**src/rtl/tcpq_pkg.sv**
```systemverilog
// Shared types and constants for the two-class priority queue.
// Used by tcpq_cell, two_class_priority_queue_core and tcpq_checker; no dependencies.
`default_nettype none

package tcpq_pkg;

  localparam int unsigned DEPTH           = 16;
  localparam int unsigned AGE_W           = 8;
  localparam int unsigned OCC_W           = 5;
  localparam logic [7:0]  THRESHOLD_RESET = 8'd59;

  typedef enum logic [1:0] {
    CmdJoin     = 2'd0,
    CmdPriority = 2'd1,
    CmdLeave    = 2'd2
  } cmd_e;

  typedef enum logic [1:0] {
    StDone  = 2'd0,
    StFull  = 2'd1,
    StEmpty = 2'd2
  } status_e;

  typedef struct packed {
    cmd_e             command;
    logic [AGE_W-1:0] age;
  } req_t;

  typedef struct packed {
    status_e          status;
    logic [AGE_W-1:0] removed_age;
    logic [OCC_W-1:0] occupancy;
  } rsp_t;

  // Per-cycle control broadcast to every cell.
  typedef struct packed {
    logic             ins;     // insert request accepted
    logic             pri;     // insert goes behind the leading priority run
    logic             leave;   // head removal accepted
    logic [AGE_W-1:0] age;
    logic [AGE_W-1:0] thr;
  } ctrl_t;

endpackage

`default_nettype wire

```
**src/rtl/two_class_priority_queue_core.sv**
```systemverilog
// Top level of the two-class priority queue: a row of tcpq_cell slots plus count,
// threshold register and result register. Depends on tcpq_pkg and tcpq_cell.
//
// Takes one command per clock: busy never rises, and the result appears on
// rsp_o with done_o for exactly one cycle, the cycle after the edge that accepts
// start. Results cannot be held off. The cost of a command is the ripple of the
// priority-run flag through the DEPTH cells, all combinational; every cell then
// loads, holds or shifts from a neighbor in parallel. Queue slots are not cleared
// at reset; only the entry count, the threshold and the done flag are.
`default_nettype none

module two_class_priority_queue_core #(
  parameter int unsigned DEPTH = tcpq_pkg::DEPTH
) (
  input  wire logic                          clk_i,
  input  wire logic                          rst_ni,
  input  wire logic                          start,
  output logic                               busy,
  input  wire tcpq_pkg::req_t                req_i,
  output logic                               done_o,
  output tcpq_pkg::rsp_t                     rsp_o,
  input  wire logic                          cfg_we_i,
  input  wire logic [tcpq_pkg::AGE_W-1:0]    cfg_wdata_i
);

  localparam int unsigned CNT_W = $clog2(DEPTH + 1);

  logic [CNT_W-1:0]               count_q, count_d;
  logic [tcpq_pkg::AGE_W-1:0]     thr_q;
  logic                           done_q;
  tcpq_pkg::rsp_t                 rsp_q, rsp_d;
  tcpq_pkg::ctrl_t                ctrl;
  logic                           accept, full, empty;
  logic [CNT_W+tcpq_pkg::OCC_W-1:0] cnt_ext;

  logic [DEPTH:0]                 run;
  logic [DEPTH-1:0]               ahead;
  logic [DEPTH-1:0]               left_ahead;
  logic [tcpq_pkg::AGE_W-1:0]     data       [DEPTH];
  logic [tcpq_pkg::AGE_W-1:0]     left_data  [DEPTH];
  logic [tcpq_pkg::AGE_W-1:0]     right_data [DEPTH];

  assign busy   = 1'b0;
  assign accept = start & ~busy;
  assign full   = count_q == CNT_W'(DEPTH);
  assign empty  = count_q == '0;

  always_comb begin
    ctrl        = '0;
    ctrl.age    = req_i.age;
    ctrl.thr    = thr_q;
    ctrl.pri    = (req_i.command == tcpq_pkg::CmdPriority) && (req_i.age > thr_q);
    count_d     = count_q;
    rsp_d       = '0;
    rsp_d.status = tcpq_pkg::StDone;
    case (req_i.command)
      tcpq_pkg::CmdJoin, tcpq_pkg::CmdPriority: begin
        if (full) begin
          rsp_d.status = tcpq_pkg::StFull;
        end else begin
          ctrl.ins = accept;
          count_d  = count_q + CNT_W'(1);
        end
      end
      tcpq_pkg::CmdLeave: begin
        if (empty) begin
          rsp_d.status = tcpq_pkg::StEmpty;
        end else begin
          ctrl.leave        = accept;
          rsp_d.removed_age = data[0];
          count_d           = count_q - CNT_W'(1);
        end
      end
      default: ;
    endcase
    cnt_ext         = {{tcpq_pkg::OCC_W{1'b0}}, count_d};
    rsp_d.occupancy = cnt_ext[tcpq_pkg::OCC_W-1:0];
  end

  assign run[0] = 1'b1;

  for (genvar i = 0; i < DEPTH; i++) begin : g_cell
    if (i == 0) begin : g_head
      assign left_ahead[i] = 1'b1;
      assign left_data[i]  = req_i.age;
    end else begin : g_body
      assign left_ahead[i] = ahead[i-1];
      assign left_data[i]  = data[i-1];
    end
    if (i == DEPTH - 1) begin : g_tail
      assign right_data[i] = data[i];
    end else begin : g_inner
      assign right_data[i] = data[i+1];
    end

    tcpq_cell #(
      .INDEX (i),
      .CNT_W (CNT_W)
    ) u_cell (
      .clk_i         (clk_i),
      .ctrl_i        (ctrl),
      .count_i       (count_q),
      .run_i         (run[i]),
      .left_ahead_i  (left_ahead[i]),
      .left_data_i   (left_data[i]),
      .right_data_i  (right_data[i]),
      .run_o         (run[i+1]),
      .ahead_o       (ahead[i]),
      .data_o        (data[i])
    );
  end

  always_ff @(posedge clk_i or negedge rst_ni) begin
    if (!rst_ni) begin
      count_q <= '0;
      thr_q   <= tcpq_pkg::THRESHOLD_RESET;
      done_q  <= 1'b0;
    end else begin
      done_q <= accept;
      if (accept) begin
        count_q <= count_d;
      end
      if (cfg_we_i) begin
        thr_q <= cfg_wdata_i;
      end
    end
  end

  always_ff @(posedge clk_i) begin
    if (accept) begin
      rsp_q <= rsp_d;
    end
  end

  assign done_o = done_q;
  assign rsp_o  = rsp_q;

endmodule

`default_nettype wire

```
**src/rtl/tcpq_cell.sv**
```systemverilog
// One queue slot: holds an age and shifts with its neighbors on insert/leave.
// Depends on tcpq_pkg.
`default_nettype none

module tcpq_cell #(
  parameter int unsigned INDEX = 0,
  parameter int unsigned CNT_W = 5
) (
  input  wire logic                           clk_i,
  input  wire tcpq_pkg::ctrl_t                ctrl_i,
  input  wire logic [CNT_W-1:0]               count_i,
  input  wire logic                           run_i,
  input  wire logic                           left_ahead_i,
  input  wire logic [tcpq_pkg::AGE_W-1:0]     left_data_i,
  input  wire logic [tcpq_pkg::AGE_W-1:0]     right_data_i,
  output logic                                run_o,
  output logic                                ahead_o,
  output logic [tcpq_pkg::AGE_W-1:0]          data_o
);

  logic [tcpq_pkg::AGE_W-1:0] data_q, data_d;
  logic                       valid;

  assign valid = count_i > CNT_W'(INDEX);
  // run stays high through the leading stretch of priority entries
  assign run_o    = run_i & valid & (data_q > ctrl_i.thr);
  // slot sits ahead of the insert point
  assign ahead_o  = ctrl_i.pri ? run_o : valid;
  assign data_o   = data_q;

  always_comb begin
    data_d = data_q;
    if (ctrl_i.ins) begin
      if (!ahead_o) begin
        data_d = left_ahead_i ? ctrl_i.age : left_data_i;
      end
    end else if (ctrl_i.leave) begin
      data_d = right_data_i;
    end
  end

  always_ff @(posedge clk_i) begin
    data_q <= data_d;
  end

endmodule

`default_nettype wire

```
**config.mk**
```make
export PLATFORM = sky130hd
export DESIGN_NAME = two_class_priority_queue_core
export DESIGN_NICKNAME = d
export VERILOG_FILES = /design/src/rtl/tcpq_pkg.sv /design/src/rtl/two_class_priority_queue_core.sv /design/src/rtl/tcpq_cell.sv
export SDC_FILE = /design/constraint.sdc
export NUM_CORES = 1
export LEC_CHECK = 0
export ABC_AREA = 1
export CORE_ASPECT_RATIO = 1.5
export CORE_UTILIZATION = 50
export CTS_CLUSTER_DIAMETER = 200
export CTS_CLUSTER_SIZE = 16
export DETAILED_ROUTE_END_ITERATION = 6
export DONT_BUFFER_PORTS = 1
export PLACE_DENSITY = 0.7
export SYNTH_ARGS = -nofsm -noshare
export SYNTH_HDL_FRONTEND = slang
export SYNTH_SLANG_ARGS = --single-unit
```
**constraint.sdc**
```tcl
create_clock -name clk_i -period 5.93 [get_ports clk_i]
set_input_delay 0 -clock clk_i [delete_from_list [all_inputs] [get_ports clk_i]]
set_output_delay 0 -clock clk_i [all_outputs]
set_load 0.005 [all_outputs]
```
==> flow_metrics.py <==
metrics = {
    "status": {
        "status": "finished with violations",
        "failed_checks": "design-rule violations",
    },
    "synthesis": {
        "synth_compound_gate_area_share_pct": 14.72,
        "synth-simple-area-share_pct": 20.88,
        "synthFlopType": "edfxtp_1",
        "yosysUniqueCellTypes": 48,
        "synth_area_per_cell_um2": 8.686,
        "synth.yosys.seq_area_share_pct": 43.15,
        "synth_mux_area_share_pct": 0.1045,
        "syn-num-nets": 1404,
        "syn-instance-count": 1241,
        "syn_area_um2": 10780,
        "synth_warnings": 0,
        "synth_seq_cells": 157,
        "synth-edff-count": 143,
        "synth_top_family_by_area": "simple AND/OR/NAND/NOR gates",
        "synthAdderAreaFrac_pct": 16.37,
        "synthXorXnorAreaFrac_pct": 0.08125,
        "synthArstFlopShare_pct": 8.917,
    },
    "final_layout": {
        "fill_cells": 1884,
        "final_util_pct": 56.07,
        "area_growth_pct": 9.576,
        "diodes": 0,
        "num-nets-final": 1418,
        "final_cells": 1536,
        "drive_above_1_share_pct": 6.230,
        "final_common_cell": "nand2_1",
        "final_cell_mix": "nand2_1, edfxtp_1, ha_1, inv_1, o22ai_1",
    },
    "route": {
        "wl_per_cell_um": 21.68,
        "first_pass_iters": 7,
        "route.vias.total": 9410,
        "vias_per_cell": 6.126,
        "antenna_left": 0,
        "drt_wl_total_um": 33310,
        "drt_iter0_markers": 939,
        "route.detailed.drc": 2,
    },
    "power_and_ir_drop": {
        "leakagePower_nw": 5.442,
        "ir_worst_vdd_uv": 259.1,
        "powerDensity_nw_per_um2": 418.4,
    },
    "critical_path": {
        "cp_data_arrival_time_ns": 3.95,
        "path_depth": 10,
        "path_max_fanout": 18,
        "rr_worst_depth": 10,
        "critPathTopFamily": "compound AO/OA/AOI/OAI gates",
        "end_kind": "register",
        "critPathMaxStageDelay_ns": 0.72,
        "worstSetupPathType": "register to register",
        "cp-start-kind": "register",
        "cp_cell_sequence": "inv_1 > ha_1 > nand2_1 > o21ai_0 > nand2_1 > o211ai_1 > nand3_2 > clkinv_1 > o22ai_1 > o21ai_0",
        "path_buf_inv": 2,
        "required_ns": 5.94,
        "cp_slowest_cell": "inv_1",
    },
    "timing": {
        "maxSlewHeadroom_pct": 23.75,
        "setup_viol": 0,
        "clock_skew_ns": 0.006973,
        "max_slew.worst_pin.slew_ns": 1.132,
        "finalSetupTns_ns": 0,
        "hold_viol": 0,
        "rsz0062_at_grt": "no",
        "period_share_pct": 66.42,
        "fin_crit_ns": 3.939,
        "max_freq_ghz": 0.2539,
        "slew_viol_final": 0,
    },
    "clock_network": {
        "insertion_delay_ns": 0.44,
        "cts_tree": "built",
        "cts_buffer_depth": 2,
        "cts_setup_buffers": 0,
        "cts_root_buf": "clkbuf_16",
        "clk_pin_slew_ns": 0.06,
        "h-tree-depth": 4,
        "post_cts_resized": 0,
        "cts_made_buffers": 17,
        "ctsHoldBuffers": 22,
        "clock_sinks": 157,
    },
    "global_route": {
        "grt_usage_pct": 31.16,
        "grt_pass1_wl_um": 50930,
        "antenna_found_initial": 0,
        "grt_pass1_vias": 9328,
        "overflow": 0,
        "grt_max_degree": 76,
    },
    "placed_design": {
        "io_buffers": 0,
        "dp_hpwl_um": 23560,
        "dp_cells": 1482,
        "gp_congestion": 0.9285,
    },
    "flow_run": {
        "maxCapViolCount": 0,
    },
    "die": {
        "rows": 65,
        "fp.dieH_um": 181.8,
        "pin_count": 39,
        "die_area_um2": 22160,
        "die_width_um": 121.9,
        "initial_utilization_pct": 51.17,
        "core-area_um2": 21060,
    },
    "min_path": {
        "hold_path_class": "input pin to asynchronous set/reset pin",
    },
}
## flip-flops by register name, summed over array words and instances (netlist names)
| name | count |
|---|---|
| count_q | 5 |
| done_o | 1 |
| g_cell.u_cell.data_o | 128 |
| rsp_o | 15 |
| thr_q | 8 |
## metal layers
layer / up-vias / global-route usage (%) / routed length, um
met5: - / 0 / 0
met4: 0 / 21.38 / 2235
met3: 126 / 6.250 / 2477
met2: 470 / 51.73 / 16270
met1: 4406 / 35.53 / 12330
li1: 4408 / - / -
## synthesized netlist by cell type (all sizes together), types with 3 or more instances
library cell	instances	area, um2
nand2	405	1545
o21a	5	37.54
dfstp	5	131.4
o21ai	84	431.7
ha	141	1764
a21oi	72	360.4
o21bai	3	22.52
nor2	69	294.0
or2	3	18.77
edfxtp	143	4294
o211ai	9	72.57
buf	5	30.02
nand4	15	136.4
o22ai	90	563.0
nand3b	7	52.55
dfrtp	9	225.2
a211oi	3	22.52
nand3	27	145.1
nor3	7	51.30
clkbuf	28	105.1
inv	96	360.3
## through the flow
stage          worst slack (ns)  instance area, um2  hold WS, ns  total power [mW]
6_report                  1.991               11810      0.04834             4.942
2_1_floorplan             2.854               10780      -0.2956             3.241
3_3_place_gp              2.139               11030      -0.2953             3.768
4_1_cts                   2.028               11810      0.02725             4.908
5_1_grt                   1.737               11810      0.06177             5.264
3_5_place_dp              2.041               11030      -0.2953             3.827
## power by group
part	internal, mW	leakage, nW	total [mW]	switching (mW)
clock	0.610	0.268	1.05	0.444
combinational	0.644	3.65	1.96	1.32
sequential	1.64	1.52	1.93	0.287
total	2.89	5.44	4.94	2.05
## cell families after synthesis
kind of cell               Yosys count
DFF                                157
AOI/OAI and AO/OA                  275
muxes                                1
xor gates and xnor gates             1
buffers and inverters              131
other                                1
adders and majority gates          141
and+or+nand+nor                    534
## path summary, 6_finish.rpt
path / startpoint / endpoint / slack [ns]
worst max-delay path: thr_q[2] / g_cell[1].u_cell.data_o[5] / 1.99
worst min-delay path: rst_ni / count_q[1] / 0.05
worst max register to register: thr_q[2] / g_cell[1].u_cell.data_o[5] / 1.99
worst min register to register: g_cell[4].u_cell.data_o[2] / g_cell[3].u_cell.data_o[2] / 0.59
max in group asynchronous: rst_ni / thr_q[7] / 5.43
min in group clk_i: req_i[3] / g_cell[0].u_cell.data_o[3] / 0.06
## area by class of cell
class	instances	area, um2	share of cell area (%)
multi-input combinational	953	5635	47.71
sequential	157	4651	39.38
clock buffer	18	429.2	3.633
inverter	98	367.9	3.114
tap	268	335.3	2.839
timing repair buffer	28	265.3	2.246
clock inverter	14	127.6	1.081
(Power assumes the default switching activity.)
